--- config.mk ---
export PLATFORM = sky130hd
export DESIGN_NAME = wildcard_first_match_classifier_top
export DESIGN_NICKNAME = d
export VERILOG_FILES = /design/src/rtl/wfmc_pkg.sv /design/src/rtl/wildcard_first_match_classifier_top.sv
export SDC_FILE = /design/constraint.sdc
export NUM_CORES = 2
export LEC_CHECK = 0
export BUFFER_PORTS_ARGS = -buffer_cell sky130_fd_sc_hd__buf_2
export CAP_MARGIN = 20
export CORE_MARGIN = 8
export CORE_UTILIZATION = 33
export DETAILED_ROUTE_END_ITERATION = 8
export PLACE_DENSITY_LB_ADDON = 0.25
export SLEW_MARGIN = 10
export SYNTH_ARGS = -nofsm -noshare
export SYNTH_HDL_FRONTEND = slang
export SYNTH_SLANG_ARGS = --single-unit
--- constraint.sdc ---
create_clock -name clock -period 4.8 [get_ports clock]
set_input_delay 0.72 -clock clock [delete_from_list [all_inputs] [get_ports clock]]
set_output_delay 0.72 -clock clock [all_outputs]
set_load 0.01 [all_outputs]
--- src/rtl/wfmc_pkg.sv ---
// Shared types, constants and the rule match function for the wildcard classifier.
package wfmc_pkg;

   localparam int RuleSlots  = 64;
   localparam int IndexWidth = $clog2(RuleSlots);
   localparam int GroupSize  = 8;
   localparam int Groups     = RuleSlots / GroupSize;
   localparam int KeyWidth   = 8;
   localparam int PortWidth  = 8;
   localparam int CountWidth = 7;

   localparam logic [KeyWidth-1:0] WildcardKey = KeyWidth'(42);

   localparam logic ModeLoad   = 1'b0;
   localparam logic ModeLookup = 1'b1;

   typedef struct packed {
      logic                  mode;
      logic [IndexWidth-1:0] rule_index;
      logic [KeyWidth-1:0]   first_key;
      logic [KeyWidth-1:0]   second_key;
      logic [PortWidth-1:0]  port_value;
   } req_type;

   typedef struct packed {
      logic [PortWidth-1:0] out_port;
      logic                 dropped;
   } rsp_type;

   typedef struct packed {
      logic [KeyWidth-1:0]  key_a;
      logic [KeyWidth-1:0]  key_b;
      logic [PortWidth-1:0] port;
   } rule_type;

   // first hit of one group of rules
   typedef struct packed {
      logic                 found;
      logic [PortWidth-1:0] port;
   } group_type;

   function automatic logic rule_hit(input rule_type r,
                                     input logic [KeyWidth-1:0] ka,
                                     input logic [KeyWidth-1:0] kb);
      logic a_eq;
      logic b_eq;
      a_eq = (r.key_a == ka);
      b_eq = (r.key_b == kb);
      return (a_eq && b_eq) ||
             ((r.key_a == WildcardKey) && b_eq) ||
             (a_eq && (r.key_b == WildcardKey));
   endfunction

endpackage

--- src/rtl/wildcard_first_match_classifier_top.sv ---
// Top level of the two-field first-match wildcard classifier.
//
// Usage:
//   req channel (req_valid / req_stall / req_data) carries one request per
//   accepted edge. mode = load writes the rule {first_key, second_key,
//   port_value} into slot rule_index and returns nothing. mode = lookup
//   searches the rules below rule_count in slot order and returns one
//   response on the rsp channel: the port of the first matching rule, or
//   dropped = 1 with out_port = 0.
//   csr channel (csr_valid / csr_ready / csr_data) writes rule_count. It is
//   always ready; write it only while no request is in flight.
//   Throughput: one request per cycle unless a stall backs up, set by the
//   three register stages (input register, per-group first-hit stage,
//   output register); a lookup shows rsp_valid once through all three.
//   Reset (synchronous, active high) clears rule_count and all valid bits.
//   The rule table is not cleared; a lookup must only reach slots that
//   were loaded. A stalled response holds; the stall backs up stage by
//   stage, and req_stall rises only when the input register cannot move.
module wildcard_first_match_classifier_top (
   input  logic                                clock,
   input  logic                                reset,
   input  logic                                req_valid,
   output logic                                req_stall,
   input  wfmc_pkg::req_type                   req_data,
   output logic                                rsp_valid,
   input  logic                                rsp_stall,
   output wfmc_pkg::rsp_type                   rsp_data,
   input  logic                                csr_valid,
   output logic                                csr_ready,
   input  logic [wfmc_pkg::CountWidth-1:0]     csr_data
);

   // configuration
   logic [wfmc_pkg::CountWidth-1:0] rule_count_ff;

   // rule table, one register per slot, each compared by its own cell
   wfmc_pkg::rule_type table_ff [wfmc_pkg::RuleSlots];

   // stage 0: input register
   logic              s0_valid_ff;
   wfmc_pkg::req_type s0_ff;
   // stage 1: per-group first hit
   logic                s1_valid_ff;
   wfmc_pkg::group_type s1_ff [wfmc_pkg::Groups];
   wfmc_pkg::group_type s1_in [wfmc_pkg::Groups];
   // stage 2: output register
   logic              rsp_valid_ff;
   wfmc_pkg::rsp_type rsp_ff;
   wfmc_pkg::rsp_type rsp_in;

   logic s2_ready;
   logic s1_ready;
   logic s0_ready;
   logic s0_fire;
   logic s1_fire;
   logic [wfmc_pkg::Groups-1:0] s1_found;

   // stage enables: a stage moves when it is empty or the next one moves
   assign s2_ready  = !rsp_valid_ff || !rsp_stall;
   assign s1_ready  = !s1_valid_ff || s2_ready;
   assign s0_ready  = !s0_valid_ff || s1_ready;
   assign s0_fire   = s0_valid_ff && s1_ready;
   assign s1_fire   = s1_valid_ff && s2_ready;
   assign req_stall = !s0_ready;
   assign csr_ready = 1'b1;

   always_ff @(posedge clock) begin
      if (reset) begin
         rule_count_ff <= '0;
      end else if (csr_valid && csr_ready) begin
         rule_count_ff <= csr_data;
      end
   end

   // Loads write as they leave stage 0, the same point where lookups
   // compare, so every lookup sees exactly the loads ahead of it.
   always_ff @(posedge clock) begin
      if (s0_fire && (s0_ff.mode == wfmc_pkg::ModeLoad)) begin
         table_ff[s0_ff.rule_index] <= '{key_a: s0_ff.first_key,
                                         key_b: s0_ff.second_key,
                                         port:  s0_ff.port_value};
      end
   end

   always_ff @(posedge clock) begin
      if (reset) begin
         s0_valid_ff <= 1'b0;
      end else if (s0_ready) begin
         s0_valid_ff <= req_valid;
      end
   end

   always_ff @(posedge clock) begin
      if (s0_ready && req_valid) begin
         s0_ff <= req_data;
      end
   end

   // compare all cells, lowest matching slot of each group wins
   always_comb begin
      for (int g = 0; g < wfmc_pkg::Groups; g++) begin
         s1_in[g] = '{found: 1'b0, port: '0};
         for (int j = wfmc_pkg::GroupSize - 1; j >= 0; j--) begin
            if (((g * wfmc_pkg::GroupSize + j) < int'(rule_count_ff)) &&
                wfmc_pkg::rule_hit(table_ff[g * wfmc_pkg::GroupSize + j],
                                   s0_ff.first_key, s0_ff.second_key)) begin
               s1_in[g] = '{found: 1'b1,
                            port:  table_ff[g * wfmc_pkg::GroupSize + j].port};
            end
         end
      end
   end

   always_ff @(posedge clock) begin
      if (reset) begin
         s1_valid_ff <= 1'b0;
      end else if (s1_ready) begin
         s1_valid_ff <= s0_valid_ff && (s0_ff.mode == wfmc_pkg::ModeLookup);
      end
   end

   always_ff @(posedge clock) begin
      if (s1_ready) begin
         s1_ff <= s1_in;
      end
   end

   // combine groups, lowest group wins
   always_comb begin
      rsp_in = '{out_port: '0, dropped: 1'b1};
      for (int g = wfmc_pkg::Groups - 1; g >= 0; g--) begin
         s1_found[g] = s1_ff[g].found;
         if (s1_ff[g].found) begin
            rsp_in = '{out_port: s1_ff[g].port, dropped: 1'b0};
         end
      end
   end

   always_ff @(posedge clock) begin
      if (reset) begin
         rsp_valid_ff <= 1'b0;
      end else if (s2_ready) begin
         rsp_valid_ff <= s1_valid_ff;
      end
   end

   always_ff @(posedge clock) begin
      if (s1_fire) begin
         rsp_ff <= rsp_in;
      end
   end

   assign rsp_valid = rsp_valid_ff;
   assign rsp_data  = rsp_ff;

   // checks
   a_drop_zero_port: assert property (@(posedge clock) disable iff (reset)
      (rsp_valid_ff && rsp_ff.dropped) |-> (rsp_ff.out_port == '0))
      else $error("dropped response with nonzero port");

   a_stall_only_full: assert property (@(posedge clock) disable iff (reset)
      req_stall |-> (s0_valid_ff && s1_valid_ff && rsp_valid_ff))
      else $error("input stalled with room in the pipeline");

   a_load_no_rsp: assert property (@(posedge clock) disable iff (reset)
      (s0_fire && (s0_ff.mode == wfmc_pkg::ModeLoad)) |=> !s1_valid_ff)
      else $error("load request produced a lookup slot");

   a_drop_matches_hits: assert property (@(posedge clock) disable iff (reset)
      s1_fire |=> (rsp_valid_ff && (rsp_ff.dropped == ($past(s1_found) == '0))))
      else $error("dropped flag disagrees with group hits");

   a_s1_holds: assert property (@(posedge clock) disable iff (reset)
      (s1_valid_ff && !s2_ready) |=> (s1_valid_ff && $stable(s1_found)))
      else $error("stalled stage 1 lost its contents");

endmodule
* Word-level counts from Yosys, hierarchy flattened *
Memories as Yosys holds them, arrays and structs flattened.
Cells that the tools add are included.

word-level totals
  output and inout port bits = 12
  logic and storage cells = 829
  memories = 1
  register bits after elaboration = 122
  memory bits (writable) = 1536

cells by class
  reduce and logical (&&, ||, !) cells = 406
  bitwise gates (word level) = 1
  eq/ne operators = 256
  $lt $le $gt $ge = 64
  mux-type cells = 74

memories
  memory    words  width  read ports  clocked after Yosys merged registers in  write ports  line                                       source
  table_ff  64     24     64          0                                        1            wildcard_first_match_classifier_top.sv:37  wfmc_pkg::rule_type table_ff [wfmc_pkg::RuleSlots];

operators by type and width
  operator                                                                count
  8-bit by 6-bit equality test with 1-bit output (second input constant)  128
  8-bit equality test                                                     128
  8-bit two-way mux                                                       56
  1-bit logical AND                                                       261
  6-bit by 7-bit < comparator with 1-bit output (first input constant)    32
  9-bit two-way mux                                                       16
  1-bit logical OR                                                        131
  5-bit by 7-bit < comparator with 1-bit output (first input constant)    16
  7-bit OR reduction                                                      9
  4-bit by 7-bit < comparator with 1-bit output (first input constant)    8
  3-bit by 7-bit < comparator with 1-bit output (first input constant)    4
  1-bit by 7-bit < comparator with 1-bit output (first input constant)    2
  2-bit by 7-bit < comparator with 1-bit output (first input constant)    2
  1-bit zero test                                                         5
  1-bit two-way mux                                                       2
  1-bit NOT                                                               1

* Longest topological paths before layout *
An unclocked memory read counts as a cell.

  depth after elaboration = 14
  gate-level depth with buffers = 13

* Worst setup path before layout *
OpenSTA, ideal clock, no wires.

  kind = input -> register
  start = in rsp_stall
  end = mem table_ff[31][0] in the netlist's numbering (enable)
  setup slack = 0.282 ns
  cell stages on the path = 5
  library setup time = 0.405 ns
  data arrival time = 4.113 ns
  cells stage by stage = and3_1 -> inv_1 -> and4b_1 -> nand3_1 -> nor2_1

on the way
  longest elaborated chain between the ends = 7

ends and longest elaborated chain
  what                                     line                                       source
  start, declared                          wildcard_first_match_classifier_top.sv:26  input logic rsp_stall,
  1-bit zero test                          wildcard_first_match_classifier_top.sv:59  assign s2_ready = !rsp_valid_ff || !rsp_stall;
  1-bit logical OR                         wildcard_first_match_classifier_top.sv:59
  1-bit logical OR                         wildcard_first_match_classifier_top.sv:60  assign s1_ready = !s1_valid_ff || s2_ready;
  via s1_ready                             wildcard_first_match_classifier_top.sv:52  logic s1_ready;
  1-bit logical AND                        wildcard_first_match_classifier_top.sv:62  assign s0_fire = s0_valid_ff && s1_ready;
  1-bit logical AND                        wildcard_first_match_classifier_top.sv:78  if (s0_fire && (s0_ff.mode == wfmc_pkg::ModeLoad)) begin
  1-bit two-way mux                        wildcard_first_match_classifier_top.sv:78
  1-bit two-way mux (implied by the code)  wildcard_first_match_classifier_top.sv:79  table_ff[s0_ff.rule_index] <= '{key_a: s0_ff.first_key,
  end, declared                            wildcard_first_match_classifier_top.sv:37

The timed path passes the listed nets, and every way through them passes these cells.

==> results by group <==
Timing
  – Final setup TNS: 0 ns
  – Final Skew: 0.0516 ns
  – Worst slew pin tran: 1.08 ns
  – Fin. Hold Viols: 0
  – Crit share post-route: 78.2%
  – Fin crit period: 3.75 ns
  – Unrepaired setup endpoints after global routing: false
  – Final slew viol count: 0
  – FMAX: 266 MHz
  – Endpoints failing setup: 0
  – Rel. slew slack: 27.5%

Placement
  – # port buffers: 53
  – Final GP Congestion: 0.813
  – DP Wirelength: 126 mm

Flow run
  – Max Cap Viol: 0

Logic synthesis
  – Combinational family with the most area after synthesis: XOR/XNOR gates
  – Mean Syn Cell Area: 15.1 sq um
  – Synth Area in Simple Gates: 10.2%
  – Synthesized cell area: 0.0723 sq mm
  – FF+latch count, synth: 1658
  – Synth Area in XOR/XNOR: 12.4%
  – Net count after synthesis: 4823
  – Syn Inst Count: 4780
  – Compound-Gate Fraction of Synth Area: 5.69%
  – Post-synthesis mux area share: 0.550%
  – Number of synthesized flops with an enable pin: 1648
  – Synth cell types: 97
  – Warnings from Yosys: 0
  – Async SR Flop Fraction: 0%
  – Post-Synth Adder-Cell Area: 0%
  – Ys flop type: edfxtp_1
  – Sequential-to-total area share from yosys stat: 68.7%

Floorplan
  – I/O pin cnt: 55
  – Std-Cell Rows: 172
  – Starting Density: 33.1%
  – Die Height: 484 microns
  – Placeable Area: 0.219 sq mm
  – DIE AREA: 0.234 sq mm
  – Die width: 484 microns

Clock network
  – Post-CTS Setup Bufs: 0
  – CTS tree: built
  – Clk root buf: clkbuf_16
  – Maximum clock path buffer count: 3
  – Skew-Pair Late Insertion Delay: 0.83 ns
  – CTS H-tree lvls: 4
  – TritonCTS Buffers: 177
  – Hold buffers post-CTS: 0
  – Post-cts resize count: 0
  – Clock slew at reported path FFs: 0.06 ns
  – # clock sinks: 1658

GRT
  – Initial antenna violation count: 12
  – GRT Residual Overflow: 0
  – Met1 global-route usage: 22.6%
  – GRT busiest layer: met2
  – Met2 global-route usage: 27.0%
  – Pin count of the biggest net entering global routing: 67
  – Met3 Use GR: 2.60%
  – First-pass GRT wire length: 289 mm
  – Vias in the first global route: 42200
  – GR Util All Layers: 16.4%

Worst setup path
  – WS Path Type: register to register
  – CP Data Arrival Time: 4.30 ns
  – Reg2reg end: s1_ff[18]
  – WP data required: 5.35 ns
  – RR Startpoint: s0_ff[20]
  – Reg2Reg Depth: 10
  – WP buf/inv: 2
  – Crit path depth: 10
  – Crit start category: register
  – Crit. End Element: register
  – Crit path capture: s1_ff[18]
  – Slowest stage delay, CP: 0.69 ns
  – Reg2reg setup slack: 1.05 ns
  – Crit. Startpoint: s0_ff[20]
  – CP max FO: 48
  – Slowest cell on the critical path: edfxtp_1
  – Critical-path cell list: buf_12 > xor2_1 > nor4_1 > nand4_1 > a221oi_2 > buf_4 > nand2b_1 > nor4_4 > a221oi_1 > o221ai_1
  – Top delay family on crit path: simple AND/OR/NAND/NOR gates

Cells and area
  – Share of cells above drive strength 1: 13.0%
  – Core Util, Final: 37.8%
  – Filler cell count in the final layout: 20200
  – Nets: 5107
  – Commonest non-fill, non-tap cells in the layout: edfxtp_1, xnor2_1, xor2_1, nand2_1, buf_4
  – Area growth, synth to finish: 14.4%
  – Commonest non-fill, non-tap cell in the layout: edfxtp_1

Worst hold path
  – Hold Path Class: primary input to register
  – Hold path startpoint: req_data[30]

Drt
  – Antenna Violating Nets Remaining: 0
  – Vias: 41400
  – Vias/cell: 5.12
  – Routed WL: 199 mm
  – Drt wl/cell: 24.6 microns
  – TritonRoute pass-1 iters: 5
  – Post-route DRC: 0
  – DR iter-0 viols: 3544

Power
  – Maximum vdd ir drop: 0.382 mV
  – PD cells: 373 mW/mm^2
  – P_leak: 0.0259 uW

Run status
  – Status: complete, no violations
[state kept, by name, indices dropped and copies added, names as in the netlist]
name and count:
table_ff 1536, rsp_valid 1, s0_valid_ff 1, s0_ff 31, s1_ff 72, rsp_data 9
rule_count_ff 7, s1_valid_ff 1
[cell usage after synthesis, drive strengths merged (23+ instances only)]
cell type	instances	area, sq um
nor2	232	901
clkbuf	42	158
nor4b	114	998
edfxtp	1648	49500
inv	56	210
mux2i	33	330
a21oi	139	722
o21ai	114	578
a221oi	44	398
a211oi	35	303
buf	141	1420
a32oi	23	201
a22oi	23	210
nor3	44	246
nor2b	31	194
nor4bb	128	1280
nor4	126	867
xnor2	551	4830
a31oi	27	181
nand4	148	926
nand2	276	1040
xor2	473	4140
a21o	29	218
[worst reg2reg max path, stage by stage (launching register included)]
cell and delay (ns):
edfxtp_1 0.69, buf_12 0.41, xor2_1 0.24, nor4_1 0.46, nand4_1 0.17, a221oi_2 0.37
buf_4 0.26, nand2b_1 0.32, nor4_4 0.10, a221oi_1 0.36, o221ai_1 0.16
[layer usage]
metal	up-vias	part of all wire, %
met5	-	0
li1	18800	-
met1	21300	46
met4	0	2.7
met2	1022	47
met3	267	4.9
[power breakdown]
part / total [uW] / internal [uW] / switching (uW)
Combinational: 1350 / 416 / 934
Sequential: 16000 / 15900 / 66.3
Clock: 13500 / 7640 / 5840
Total: 30800 / 24000 / 6840
[per-stage QoR]
step                      area [sq um]  worst slack (ns)  total power (uW)  hold slack [ns]  cells
after floorplan                  72300             0.282             17100            0.444   4780
after global placement           77000              1.12             17700            0.466   7756
after detailed placement         77000              1.03             17700            0.473   7756
after CTS                        82700              1.05             31200           0.0104   8081
after global routing             82700             0.805             31800           0.0188   8084
final                            82700              1.05             30800           0.0764   8088
[kinds of logic (layout without fill, tap and decap cells)]
logic type,count (synthesis),after routing
other,1,8
AOI/OAI and AO/OA,586,586
DFF,1658,1658
and+or+nand+nor,1233,1233
buffers and inverters,239,669
muxes,39,39
xor gates and xnor gates,1024,1024
[how the worst min path moves through the flow]
stage / depth (start not counted) / slack (ns) / endpoint
4_1_cts: 1 / 0.01 / s0_ff[30]
2_1_floorplan: 2 / 0.44 / rsp_valid
5_1_grt: 1 / 0.02 / s0_ff[30]
6_report: 1 / 0.08 / s0_ff[30]
3_3_place_gp: 2 / 0.47 / rsp_valid
3_5_place_dp: 2 / 0.47 / rsp_valid
[cell type report]
| cell class | instances | area [sq um] | area share (%) |
|---|---|---|---|
| Tap cell | 2871 | 3590 | 4.34 |
| Timing Repair Buffer | 288 | 2490 | 3.01 |
| Antenna cell | 7 | 17.5 | 0.0212 |
| Multi-Input combinational cell | 2883 | 21000 | 25.4 |
| Inverter | 56 | 211 | 0.256 |
| Clock buffer | 212 | 4600 | 5.56 |
| Sequential cell | 1658 | 49700 | 60.1 |
| Clock inverter | 113 | 1070 | 1.30 |
Note: power is estimated with default switching activity, not from simulation.
